<file path="src/design/bis_pkg.sv">
// ----------------------------------------------------------------------
// bis_pkg
// shared constants, codes and types of the bilinear image scaler
// ----------------------------------------------------------------------
`default_nettype none

package bis_pkg;

  // frame geometry and fixed point formats
  localparam int MAX_WIDTH  = 256;
  localparam int MAX_HEIGHT = 256;
  localparam int FRAC_BITS  = 16;
  localparam int SCALE_FRAC = 16;
  localparam int CHANNELS   = 3;

  // field widths
  localparam int COORD_W = 12;
  localparam int DIM_W   = 9;
  localparam int SCALE_W = 20;
  localparam int CHAN_W  = 8;
  localparam int PIXEL_W = CHANNELS * CHAN_W;

  // derived widths
  localparam int XW     = $clog2(MAX_WIDTH);
  localparam int YW     = $clog2(MAX_HEIGHT);
  localparam int PROD_W = COORD_W + SCALE_W;
  localparam int INT_W  = PROD_W - SCALE_FRAC;
  localparam int EXT_W  = SCALE_FRAC + FRAC_BITS;
  localparam int WGT_W  = FRAC_BITS + 1;
  localparam int HSUM_W = CHAN_W + FRAC_BITS;
  localparam int VSUM_W = CHAN_W + 2 * FRAC_BITS;

  // frame banks, split by column and row parity
  localparam int BANKS      = 4;
  localparam int BANK_AW    = XW + YW - 2;
  localparam int BANK_DEPTH = 2 ** BANK_AW;

  // configuration port
  localparam int CFG_IDX_W  = 2;
  localparam int CFG_DATA_W = SCALE_W;

  localparam logic [CFG_IDX_W-1:0] CFG_SOURCE_WIDTH    = 2'd0;
  localparam logic [CFG_IDX_W-1:0] CFG_SOURCE_HEIGHT   = 2'd1;
  localparam logic [CFG_IDX_W-1:0] CFG_INVERSE_SCALE_X = 2'd2;
  localparam logic [CFG_IDX_W-1:0] CFG_INVERSE_SCALE_Y = 2'd3;

  localparam logic [DIM_W-1:0]   RST_DIM   = 9'd256;
  localparam logic [SCALE_W-1:0] RST_SCALE = 20'd65536;

  // command codes
  localparam logic CMD_LOAD   = 1'b0;
  localparam logic CMD_SAMPLE = 1'b1;

  // unit weight
  localparam logic [WGT_W-1:0] ONE_WEIGHT = {1'b1, {FRAC_BITS{1'b0}}};

  typedef struct packed {
    logic [DIM_W-1:0]   src_width;
    logic [DIM_W-1:0]   src_height;
    logic [SCALE_W-1:0] scale_x;
    logic [SCALE_W-1:0] scale_y;
  } bis_cfg_t;

  // per-stage advance strobes
  typedef struct packed {
    logic s1;
    logic s2;
    logic s3;
    logic s4;
    logic s5;
  } bis_adv_t;

  // frame access request
  typedef struct packed {
    logic                 valid;
    logic                 cmd;
    logic                 ok;
    logic [XW-1:0]        x;
    logic [YW-1:0]        y;
    logic [FRAC_BITS-1:0] dx;
    logic [FRAC_BITS-1:0] dy;
    logic [PIXEL_W-1:0]   pixel;
  } bis_req_t;

  // sideband that travels with the bank read data
  typedef struct packed {
    logic                 valid;
    logic                 blend_en;
    logic                 in_bounds;
    logic                 x_odd;
    logic                 y_odd;
    logic [FRAC_BITS-1:0] dx;
    logic [FRAC_BITS-1:0] dy;
  } bis_tap_t;

  typedef logic [BANKS-1:0][PIXEL_W-1:0] bis_quad_t;

  // limit a configured dimension to the frame store
  function automatic logic [DIM_W-1:0] clamp_dim(input logic [DIM_W-1:0] v,
                                                 input int unsigned lim);
    logic [DIM_W-1:0] r;
    r = v;
    if (32'(v) > lim) r = DIM_W'(lim);
    return r;
  endfunction

endpackage

`default_nettype wire

</file>
<file path="src/design/bis_coord_map.sv">
// ----------------------------------------------------------------------
// bis_coord_map
// input register, coordinate scaling multiply and bounds checks
// ----------------------------------------------------------------------
`default_nettype none

module bis_coord_map (
  input  logic                          clk,
  input  logic                          rst_n,
  input  bis_pkg::bis_adv_t             adv,
  input  bis_pkg::bis_cfg_t             cfg,
  input  logic                          in_valid,
  input  logic                          in_cmd,
  input  logic [bis_pkg::COORD_W-1:0]   in_coord_x,
  input  logic [bis_pkg::COORD_W-1:0]   in_coord_y,
  input  logic [bis_pkg::CHAN_W-1:0]    in_blue,
  input  logic [bis_pkg::CHAN_W-1:0]    in_green,
  input  logic [bis_pkg::CHAN_W-1:0]    in_red,
  output logic                          v1,
  output bis_pkg::bis_req_t             req
);

  logic                          s1_valid_r;
  logic                          s1_cmd_r;
  logic [bis_pkg::COORD_W-1:0]   s1_x_r;
  logic [bis_pkg::COORD_W-1:0]   s1_y_r;
  logic [bis_pkg::PIXEL_W-1:0]   s1_pix_r;

  logic                          s2_valid_r;
  logic                          s2_cmd_r;
  logic                          s2_load_ok_r;
  logic [bis_pkg::PROD_W-1:0]    s2_prod_x_r;
  logic [bis_pkg::PROD_W-1:0]    s2_prod_y_r;
  logic [bis_pkg::XW-1:0]        s2_lx_r;
  logic [bis_pkg::YW-1:0]        s2_ly_r;
  logic [bis_pkg::PIXEL_W-1:0]   s2_pix_r;

  logic [bis_pkg::DIM_W-1:0]     w_lim;
  logic [bis_pkg::DIM_W-1:0]     h_lim;
  logic [bis_pkg::DIM_W-1:0]     w_m1;
  logic [bis_pkg::DIM_W-1:0]     h_m1;
  logic [bis_pkg::PROD_W-1:0]    prod_x;
  logic [bis_pkg::PROD_W-1:0]    prod_y;
  logic                          load_ok;
  logic [bis_pkg::INT_W-1:0]     int_x;
  logic [bis_pkg::INT_W-1:0]     int_y;
  logic [bis_pkg::EXT_W-1:0]     ext_x;
  logic [bis_pkg::EXT_W-1:0]     ext_y;
  logic                          in_bounds;

  // effective frame size; the user must keep it stable while items are in flight, the block does not enforce it
  assign w_lim = bis_pkg::clamp_dim(cfg.src_width, bis_pkg::MAX_WIDTH);
  assign h_lim = bis_pkg::clamp_dim(cfg.src_height, bis_pkg::MAX_HEIGHT);
  assign w_m1  = (w_lim == '0) ? '0 : w_lim - 1'b1;
  assign h_m1  = (h_lim == '0) ? '0 : h_lim - 1'b1;

  // stage 1: input beat register
  always_ff @(posedge clk) begin
    if (!rst_n) begin
      s1_valid_r <= 1'b0;
    end else if (adv.s1) begin
      s1_valid_r <= in_valid;
    end
  end

  always_ff @(posedge clk) begin
    if (adv.s1) begin
      s1_cmd_r <= in_cmd;
      s1_x_r   <= in_coord_x;
      s1_y_r   <= in_coord_y;
      s1_pix_r <= {in_red, in_green, in_blue};
    end
  end

  // coordinate times reciprocal scale, load address check
  assign prod_x  = bis_pkg::PROD_W'(s1_x_r) * bis_pkg::PROD_W'(cfg.scale_x);
  assign prod_y  = bis_pkg::PROD_W'(s1_y_r) * bis_pkg::PROD_W'(cfg.scale_y);
  assign load_ok = (s1_x_r < bis_pkg::COORD_W'(w_lim)) &&
                   (s1_y_r < bis_pkg::COORD_W'(h_lim));

  // stage 2: product register
  always_ff @(posedge clk) begin
    if (!rst_n) begin
      s2_valid_r <= 1'b0;
    end else if (adv.s2) begin
      s2_valid_r <= s1_valid_r;
    end
  end

  always_ff @(posedge clk) begin
    if (adv.s2) begin
      s2_cmd_r     <= s1_cmd_r;
      s2_load_ok_r <= load_ok;
      s2_prod_x_r  <= prod_x;
      s2_prod_y_r  <= prod_y;
      s2_lx_r      <= s1_x_r[bis_pkg::XW-1:0];
      s2_ly_r      <= s1_y_r[bis_pkg::YW-1:0];
      s2_pix_r     <= s1_pix_r;
    end
  end

  // split source coordinate into integer and fraction, sample bounds
  assign int_x  = s2_prod_x_r[bis_pkg::PROD_W-1:bis_pkg::SCALE_FRAC];
  assign int_y  = s2_prod_y_r[bis_pkg::PROD_W-1:bis_pkg::SCALE_FRAC];
  assign ext_x  = {s2_prod_x_r[bis_pkg::SCALE_FRAC-1:0], {bis_pkg::FRAC_BITS{1'b0}}};
  assign ext_y  = {s2_prod_y_r[bis_pkg::SCALE_FRAC-1:0], {bis_pkg::FRAC_BITS{1'b0}}};
  assign in_bounds = (int_x < bis_pkg::INT_W'(w_m1)) && (int_y < bis_pkg::INT_W'(h_m1));

  // request towards the frame banks
  always_comb begin
    req.valid = s2_valid_r;
    req.cmd   = s2_cmd_r;
    req.pixel = s2_pix_r;
    req.dx    = ext_x[bis_pkg::EXT_W-1 -: bis_pkg::FRAC_BITS];
    req.dy    = ext_y[bis_pkg::EXT_W-1 -: bis_pkg::FRAC_BITS];
    if (s2_cmd_r == bis_pkg::CMD_LOAD) begin
      req.ok = s2_load_ok_r;
      req.x  = s2_lx_r;
      req.y  = s2_ly_r;
    end else begin
      req.ok = in_bounds;
      req.x  = int_x[bis_pkg::XW-1:0];
      req.y  = int_y[bis_pkg::YW-1:0];
    end
  end

  assign v1 = s1_valid_r;

endmodule

`default_nettype wire

</file>
<file path="config.mk">
export PLATFORM = sky130hd
export DESIGN_NAME = bis_coord_map
export DESIGN_NICKNAME = d
export VERILOG_FILES = /design/src/design/bis_pkg.sv /design/src/design/bis_coord_map.sv
export SDC_FILE = /design/constraint.sdc
export NUM_CORES = 1
export LEC_CHECK = 0
export BUFFER_PORTS_ARGS = -buffer_cell sky130_fd_sc_hd__buf_4
export CAP_MARGIN = 20
export CORE_MARGIN = 2
export CORE_UTILIZATION = 40
export DETAILED_ROUTE_END_ITERATION = 8
export PLACE_DENSITY = 0.64
export SLEW_MARGIN = 20
export SYNTH_ARGS = -nofsm -noshare
export SYNTH_HDL_FRONTEND = slang
export SYNTH_SLANG_ARGS = --single-unit
</file>
<file path="constraint.sdc">
create_clock -name clk -period 8 [get_ports clk]
set_input_delay 0.4 -clock clk [delete_from_list [all_inputs] [get_ports clk]]
set_output_delay 0.4 -clock clk [all_outputs]
set_load 0.005 [all_outputs]
</file>
## After elaboration in Yosys (flattened, before gate mapping)

Index checks and enable logic that the tools add are counted.

| storage, ports and cells | value |
|---|---|
| input port bits | 115 |
| logic and storage cells | 32 |
| register bits after elaboration | 157 |
| output and inout port bits | 76 |

| cells by class | value |
|---|---|
| $add $sub $neg | 2 |
| magnitude comparators | 6 |
| mux-type cells | 5 |
| $mul | 2 |
| reduce and logical (&&, ||, !) cells | 4 |

Operators with widths:

| operator | count |
|---|---|
| $mul 12x20->32 | 2 |
| $mux 9 | 4 |
| $lt 16x9->1 | 2 |
| $lt 12x9->1 | 2 |
| $gt 9x9->1 const B | 2 |
| $logic_not 9->1 | 2 |
| $sub 9x1->9 const B | 2 |
| $mux 17 | 1 |
| $logic_and 1x1->1 | 2 |

## Depth between registers and ports, before layout

Gate-level depths: netlist of the first run.

| logic depth | value |
|---|---|
| depth in word-level cells | 7 |
| gate-level depth with buffers | 23 |
| depth with buffers taken out | 21 |

## Least setup slack after synthesis of the first run

Ideal clock, no wire load.

| path | value |
|---|---|
| path type | input -> register |
| from | in cfg[37] in the netlist's numbering |
| to | reg s2_prod_x_r[31] in the netlist's numbering (data pin) |
| data required time | 7.740 ns |
| setup slack | 2.204 ns |
| library setup time | 0.260 ns |
| stages on the path | 20 |
| arrival | 5.536 ns |
| path buffers | 1 |
| cells stage by stage | clkbuf_1 nand2_1 fa_1 fa_1 inv_1 fa_1 fa_1 inv_1 fa_1 inv_1 ha_1 and3_4 a31o_1 or4_4 o21ai_4 a31oi_4 a2111o_1 a21o_1 a21oi_2 xnor2_1 |

| between the ends | value |
|---|---|
| word-level cells in the longest chain between the ends | 1 |

RTL lines:

| element | RTL line | text |
|---|---|---|
| from (decl) | bis_coord_map.sv:11 | `input bis_pkg::bis_cfg_t cfg,` |
| $mul 12x20->32 | bis_coord_map.sv:76 | `assign prod_x = bis_pkg::PROD_W'(s1_x_r) * bis_pkg::PROD_W'(cfg.scale_x);` |
| via prod_x (one bit) | bis_coord_map.sv:42 | `logic [bis_pkg::PROD_W-1:0] prod_x;` |
| to (signal assigned) | bis_coord_map.sv:94 | `s2_prod_x_r <= prod_x;` |
| to (decl) | bis_coord_map.sv:32 | `logic [bis_pkg::PROD_W-1:0] s2_prod_x_r;` |

The timed path passes the listed nets, and every way through them passes these cells.
A chain may end at the register's enable or synchronous reset.

## Worst setup path after layout of the first run

| path | value |
|---|---|
| from | reg s1_x_r[7] in the netlist's numbering |
| to | reg s2_prod_x_r[30] in the netlist's numbering (data pin) |

| between the ends | value |
|---|---|
| word-level cells in the longest chain between the ends | 1 |

RTL lines:

| element | RTL line | text |
|---|---|---|
| from (decl) | bis_coord_map.sv:25 | `logic [bis_pkg::COORD_W-1:0] s1_x_r;` |
| from (signal assigned) | bis_coord_map.sv:69 | `s1_x_r <= in_coord_x;` |
| $mul 12x20->32 | bis_coord_map.sv:76 |  |
| via prod_x (one bit) | bis_coord_map.sv:42 |  |

The timed path passes the listed nets, and every way through them passes these cells.

==> summary.txt, run 1 <==
Final Max Slew Viols -> 0
Vias per inst -> 5.05
Clock power frac -> 8.2%
First-pass GRT wire length -> 84100 um
Routed Antenna Nets -> 0
Ys async rst share -> 0%
Post-synth EDFFs -> 155
Worst setup margin -> 1220 ps
Top post-synthesis cells by area -> fa_1 34%, edfxtp_1 22%, ha_1 10%
Drt wl/cell -> 17.2 um
Initial antenna violation count -> 3
Util after Layout -> 45.0%
Syn Std Cell Area -> 0.0213 mm^2
Clock root buffer master -> clkbuf_16
Final Cycle Share -> 84.8%
PwrDens -> 448 mW/mm^2
Leakage -> 11.5 nW
Pint -> 5.47 mW
RSZ-0062 raised after global routing -> no
TritonCTS Buffers -> 17
Post-Synthesis Cells -> 2183
CTS tree -> done
Layout cells sized above 1 -> 11.3%
Via count -> 15019
Critical path class -> reg2reg
Vias in the first global route -> 16149
Drt total wl -> 51200 um
Worst min-delay path category -> in2reg
Max_cap viols -> 0
Longest Clk Path Bufs -> 2
Worst hold start -> in_coord_y[9]
Syn nets -> 2834
Clock Latency Late Sink -> 500 ps
Hpwl dp -> 40900 um
Critical Path End Type -> register
Reg-to-reg endpoint -> s2_prod_x_r[30]
Htree depth -> 4
Post-CTS resize count -> 0
Post-synth cell types -> 64
Worst flop-to-flop path startpoint -> s1_x_r[7]
Clock Skews -> 28.3 ps
Primary FF master, synth -> edfxtp_1
Clock-pin slew on the worst setup and hold paths -> 90 ps
TritonRoute pass-1 iters -> 5
Final setup fails -> 0
Number of synthesized register bits -> 157
Hold Path End -> s1_y_r[9]
Combinational Power Share -> 76.0%
Max Fclk -> 0.147 GHz
Crit path launch type -> register
Setup Fix Bufs, Post-CTS -> 0
Synth Warn # -> 0
Peak supply drop -> 298 uV
CTS sink cnt -> 157
Number of hold buffers added after cts -> 0
Maximum number of pins on one net before global-route repair -> 79
Number of DRC markers in iteration 0 -> 919
Area delta synth->final -> 11.1%
Switch share -> 48.4%
Hold Path Depth -> 1
DRC viols -> 0
CP required -> 8230 ps
Core Rows -> 84
Starting Density -> 40.5%
Seq/Total Area, Yosys -> 22.0%
Max_slew headroom -> 26.9%
Reg2reg setup slack -> 1220 ps
Setup TNS -> 0 ps
Min Tclk post-route -> 6780 ps
Result of the run -> completed
Post-synth top area cell -> fa_1
Final nets -> 2920
Seq pwr share -> 15.8%
Synth top area share -> 33.8%
Crit path max fanout -> 22
Avg Cell Area, Syn -> 9.75 um^2
Core footprint -> 0.0526 mm^2
Congestion Overflow GR -> 0
DIE AREA -> 0.0551 mm^2
Dpl ws -> 1230 ps
Final hold vios -> 0
I/O pin total -> 191
P_sw -> 5.13 mW
Critical path data arrival time -> 7010 ps
# port buffers -> 187
Total track usage -> 19.4%
Worst-margin pin slew -> 1100 ps
R2R depth -> 20
Routability cong. -> 0.873
Die width -> 235 um
Vert. Die Dim -> 235 um
[state kept, by name (all words and copies together) (netlist names)]
| name | count |
|---|---|
| s1_cmd_r | 1 |
| s1_pix_r | 24 |
| v1 | 1 |
| s1_x_r | 12 |
| s2_prod_x_r | 32 |
| s2_ly_r | 8 |
| s2_lx_r | 8 |
| s2_load_ok_r | 1 |
| s2_pix_r | 24 |
| s2_prod_y_r | 32 |
| s2_cmd_r | 1 |
| s2_valid_r | 1 |
| s1_y_r | 12 |
[power groups by stage]
stage	clock network, mW	logic [mW]	registers [mW]
floorplan	0	6.24	1.59
global placement	0	7.84	1.69
detailed placement	0	7.98	1.69
CTS	0.898	8.08	1.67
global route	0.925	9.21	1.69
finish	0.871	8.06	1.67
[worst max-delay path by stage]
stage | startpoint | endpoint | cells past startpoint | slack, ps
2_1_floorplan | cfg[37] | s2_prod_x_r[31] | 20 | 2200
3_3_place_gp | s1_x_r[7] | s2_prod_x_r[30] | 20 | 1260
6_report | s1_x_r[7] | s2_prod_x_r[30] | 20 | 1220
3_5_place_dp | s1_x_r[3] | s2_prod_x_r[30] | 20 | 1230
4_1_cts | s1_x_r[3] | s2_prod_x_r[30] | 20 | 1180
5_1_grt | s1_x_r[3] | s2_prod_x_r[30] | 20 | 860
[per-stage QoR]
stage               total power [mW]  area (um^2)  hold slack, ps  std cells
global placement                9.53        23000             400       2938
global route                    11.8        23700            38.0       2973
detailed placement              9.67        23000             405       2938
floorplan                       7.83        21300             400       2183
CTS                             10.7        23600            22.5       2970
finish                          10.6        23700            69.1       2973
[metal layers]
layer	up-vias	part of all wire, %	track usage (%)
li1	6846	-	-
met1	7602	41	24.3
met2	499	49	32.5
met3	72	6.9	4.35
met4	0	2.9	8.09
met5	-	0	0
[critical path, cell delays in order, from the launching register on]
cell and delay [ps]:
edfxtp_1 760, and2_1 350, fa_1 500, inv_1 50, fa_1 530, inv_1 50, fa_1 450, fa_1 490
inv_1 50, fa_1 470, inv_1 40, ha_1 350, a211oi_1 350, o21ai_0 150, o311ai_0 730, o22ai_1 290
o22ai_1 190, inv_1 80, a211oi_1 360, a21oi_1 130, xor2_1 150
[placed cells by master, fill, tap and decap left out, drive strengths merged, types with 5 or more instances in the layout]
master,count
nand4,8
clkinv,11
xnor2,39
nor4,8
a21o,27
fa,360
nor2,48
o21a,11
nand2,393
a31oi,5
xor2,18
buf,195
o21bai,8
nand2b,10
clkbuf,17
inv,452
nor3,10
a211oi,10
o21ai,40
mux2,16
nor2b,11
nand3,12
edfxtp,155
and3,7
a21oi,52
ha,176
and2,135
[Yosys cell counts, drive strengths merged, types with 3 or more instances]
library cell	count
o21a	11
a21oi	52
o21ai	40
mux2i	3
o22ai	3
and3	7
xnor2	39
nand3	12
edfxtp	155
o31a	3
o21bai	8
and2	135
fa	360
clkbuf	91
nand2b	10
or3	4
a211oi	10
ha	176
a31oi	5
buf	37
mux2	16
nor2	48
nor3	10
nand2	393
a21o	27
nor4	8
inv	447
xor2	18
nor2b	11
nand4	8
a21boi	4
[cell type report]
type | instances | area (um^2)
tap | 688 | 861
timing repair buffer | 195 | 1460
fill | 4979 | 28900
antenna | 3 | 7.51
clock buffer | 17 | 425
multi-input combinational | 1450 | 14300
inverter | 448 | 1680
sequential | 157 | 4690
clock inverter | 15 | 211
[logic make-up (layout without fill, tap and decap cells)]
kind of cell / after synthesis / count (layout) / share of synthesized area, %
compound gates: 182 / 182 / 5.59
xor+xnor: 57 / 57 / 2.34
fa+ha+maj: 536 / 536 / 44.2
buf+inv: 576 / 675 / 10.8
flops: 157 / 157 / 22.0
mux: 19 / 19 / 0.987
other cells: 0 / 3 / 0
simple gates: 656 / 656 / 14.1
Power figures use the tool's default switching activity.
==> inputs of run 2 (changes only) <==
--- a/config.mk
+++ b/config.mk
@@ -5,6 +5,7 @@
 export SDC_FILE = /design/constraint.sdc
 export NUM_CORES = 1
 export LEC_CHECK = 0
+export ABC_AREA = 1
 export BUFFER_PORTS_ARGS = -buffer_cell sky130_fd_sc_hd__buf_4
 export CAP_MARGIN = 20
 export CORE_MARGIN = 2
==> constraint.sdc (replaced) <==
create_clock -name clk -period 6.4 [get_ports clk]
set_input_delay 0.32 -clock clk [delete_from_list [all_inputs] [get_ports clk]]
set_output_delay 0.32 -clock clk [all_outputs]
set_load 0.005 [all_outputs]
==> run 2 against run 1 <==
  * Flip-flop and latch count is the same
  * Worst hold slack lost 41 ps
  * Routed wire length grew 5.5%
  * Global-route usage grew 0.53 points
  * Final cell count grew 13%
  * Clock-buffer cell count grew 2
  * First-iteration DRC count grew 7.5%
  * Worst setup slack lost 560 ps
  * Register-to-register slack lost 560 ps
  * Synthesized area grew 3.3%
  * Clock skew shrank 4.2 ps
  * Highest routed layer unchanged
==> summary.txt, run 2 <==
Synth top area share -> 32.8% (-1.1 points)
Drt wl/cell -> 16.1 um (-6.8%)
Crit-path cells -> nand2_1 -> fa_1 -> inv_1 -> fa_1 -> fa_1 -> fa_1 -> inv_1 -> fa_1 -> inv_1 -> ha_1 -> nand2_1 -> nor2_1 -> inv_1 -> nor2_1 -> nand4_1 -> nand3_1 -> a21oi_1 -> xnor2_1
Most common cell in the synthesized netlist -> nand2_1
Syn Std Cell Area -> 0.0220 mm^2 (+3.3%)
Hold Path End -> s1_cmd_r
Max_slew headroom -> 22.0% (-4.9 points)
TritonRoute pass-1 iters -> 5 (unchanged)
Seq/Total Area, Yosys -> 21.3% (-0.71 points)
Drt total wl -> 54100 um (+5.5%)
Clock Latency Late Sink -> 480 ps (-20 ps)
Multi-input logic area -> 0.0143 mm^2 (-0.18%)
Post-route design area -> 0.0244 mm^2 (+3.3%)
Final Cycle Share -> 89.8% (+5.0 points)
DR top layer -> met4
XOR/XNOR Fraction of Synth Area -> 2.19% (-0.16 points)
Clock root buffer master -> clkbuf_16
Setup TNS -> 0 ps (unchanged)
Starting Density -> 40.6% (+0.13 points)
Setup Fix Bufs, Post-CTS -> 0 (unchanged)
Placed cell area -> 0.0238 mm^2 (+3.5%)
Routed Antenna Nets -> 0 (unchanged)
Number of synthesized register bits -> 157 (unchanged)
Post-Synth Adder-Cell Area -> 42.8% (-1.4 points)
Met2 WL -> 24800 um (-1.1%)
Worst hold start -> in_cmd
Crit-path most repeated cell -> fa_1
CP startpoint -> s1_x_r[7]
Compound-cell area share of the yosys netlist -> 3.93% (-1.7 points)
Hpwl dp -> 44200 um (+8.0%)
Slowest stage delay, CP -> 1130 ps (+370 ps)
Avg Cell Area, Syn -> 8.63 um^2 (-12%)
Post-synth top area cell -> fa_1
Largest family of logic cells by synthesized area -> adder cells
RSZ-0062 raised after global routing -> no
Result of the run -> completed
Layout cells sized above 1 -> 10.0% (-1.3 points)
Die width -> 239 um (+1.6%)
I/O pin total -> 191 (unchanged)
Primary FF master, synth -> edfxtp_1
R2R depth -> 18 (-10%)
Critical path class -> reg2reg
CTS tree -> done
Longest Clk Path Bufs -> 2 (unchanged)
Met1 WL -> 24100 um (+14%)
Number of hold buffers added after cts -> 5 (+5)
Initial antenna violation count -> 3 (unchanged)
Post-synth EDFFs -> 155 (unchanged)
Post-Synth Simple-Gate Area -> 16.0% (+1.9 points)
Final Max Slew Viols -> 0 (unchanged)
Worst setup margin -> 655 ps (-564 ps)
Commonest cells after routing, fill and taps aside -> 717 x nand2_1, 637 x inv_1, 360 x fa_1, 204 x buf_4, 176 x ha_1
Hold Path Depth -> 1 (unchanged)
Via count -> 16470 (+9.7%)
Vias in the first global route -> 17621 (+9.1%)
Mux cell area share after synthesis -> 0% (-0.99 points)
First-pass GRT wire length -> 89400 um (+6.3%)
Min Tclk post-route -> 5750 ps (-1040 ps)
Worst-margin pin slew -> 1170 ps (+74.2 ps)
DRC viols -> 0 (unchanged)
Syn nets -> 3202 (+13%)
CTS sink cnt -> 157 (unchanged)
Crit path max fanout -> 22 (unchanged)
Congestion Overflow GR -> 0 (unchanged)
Final nets -> 3305 (+13%)
# port buffers -> 187 (unchanged)
Met3 wire length -> 3580 um (+0.90%)
Worst flop-to-flop path startpoint -> s1_x_r[7]
Top post-synthesis cells by area -> fa_1 33%, edfxtp_1 21%, nand2_1 12%
Reg-to-reg endpoint -> s2_prod_x_r[25]
Post-CTS resize count -> 0 (unchanged)
Maximum number of pins on one net before global-route repair -> 63 (-20%)
WP buf/inv -> 4 (-1)
Ys async rst share -> 0% (unchanged)
DIE AREA -> 0.0569 mm^2 (+3.3%)
Critical path data arrival time -> 5960 ps (-1050 ps)
TritonCTS Buffers -> 17 (unchanged)
Routability cong. -> 0.908 (+4.0%)
Worst min-delay path category -> in2reg
Commonest cells post-synth -> 717 x nand2_1, 637 x inv_1, 360 x fa_1
Critical Path End Type -> register
Max Fclk -> 0.174 GHz (+18%)
Vert. Die Dim -> 239 um (+1.6%)
Dpl ws -> 816 ps (-415 ps)
Htree depth -> 4 (unchanged)
FILL cells -> 5211 (+4.7%)
Final hold vios -> 0 (unchanged)
Vias per inst -> 4.89 (-3.1%)
Clock-pin slew on the worst setup and hold paths -> 70 ps (-20 ps)
Max_cap viols -> 0 (unchanged)
Post-synth cell types -> 44 (-31%)
CP top delay family -> adder cells
Clock Skews -> 24.2 ps (-4.18 ps)
Crit path launch type -> register
CP required -> 6620 ps (-1610 ps)
Core Rows -> 85 (+1.2%)
Largest regs -> s2_prod_x_r x32, s2_prod_y_r x32
Core footprint -> 0.0541 mm^2 (+3.0%)
Most common cell after layout, fill and taps aside -> nand2_1
Number of DRC markers in iteration 0 -> 988 (+7.5%)
Reg2reg setup slack -> 650 ps (-560 ps)
Final setup fails -> 0 (unchanged)
Slowest CP cell -> edfxtp_1
Synth Warn # -> 0 (unchanged)
Total track usage -> 20.0% (+0.53 points)
Post-Synthesis Cells -> 2551 (+17%)
Seq. cell area -> 0.00469 mm^2 (unchanged)
Area delta synth->final -> 11.0% (about the same)
run 2: changes by cell type in the layout (fill, tap and decap cells not counted), sizes merged, moves of 22 or more:
cell | previous run | this run
nand2 | 393 | 732
xnor2 | 39 | 17
and2 | 135 | 2
inv | 452 | 650
nand3 | 12 | 42
run 2: routing by layer:
layer	vias up	global-route usage [%]
met3	88	3.58
met1	8048	27.0
met2	612	32.3
met5	-	0
met4	0	7.14
li1	7722	-
run 2: layout make-up:
type	count	share of cell area, %
diodes	3	0.0307
clock buffers	19	1.77
clock inverters	13	0.522
inverters	646	9.95
multi-input cells	1623	58.5
flip-flops and latches	157	19.2
well taps	696	3.57
repair buffers	209	6.47
run 2: worst max path at each step:
stage	end	slack, ps	cells past startpoint
floorplan	s2_prod_y_r[23]	1600	22
global placement	s2_prod_x_r[25]	900	16
detailed placement	s2_prod_y_r[24]	820	19
CTS	s2_prod_y_r[24]	780	19
global route	s2_prod_y_r[24]	410	19
finish	s2_prod_x_r[25]	650	18
run 2: stage by stage:
stage | cells | utilization, % | hold slack [ps]
CTS | 3363 | 45.1 | 0.119
global route | 3365 | 45.1 | 3.23
global placement | 3326 | 44.0 | 400
detailed placement | 3326 | 44.0 | 405
floorplan | 2551 | - | 400
finish | 3366 | 45.1 | 27.6
run 2: cell families after synthesis:
logic type                 Yosys count
AOI/OAI and AO/OA                  150
adders and majority gates          536
and+or+nand+nor                    882
buffers and inverters              771
xor gates and xnor gates            55
DFF                                157
Power of run 2 is left out: the tool's default activity adds up to more than one toggle a clock period on the data nets, which glitch-free logic cannot reach.
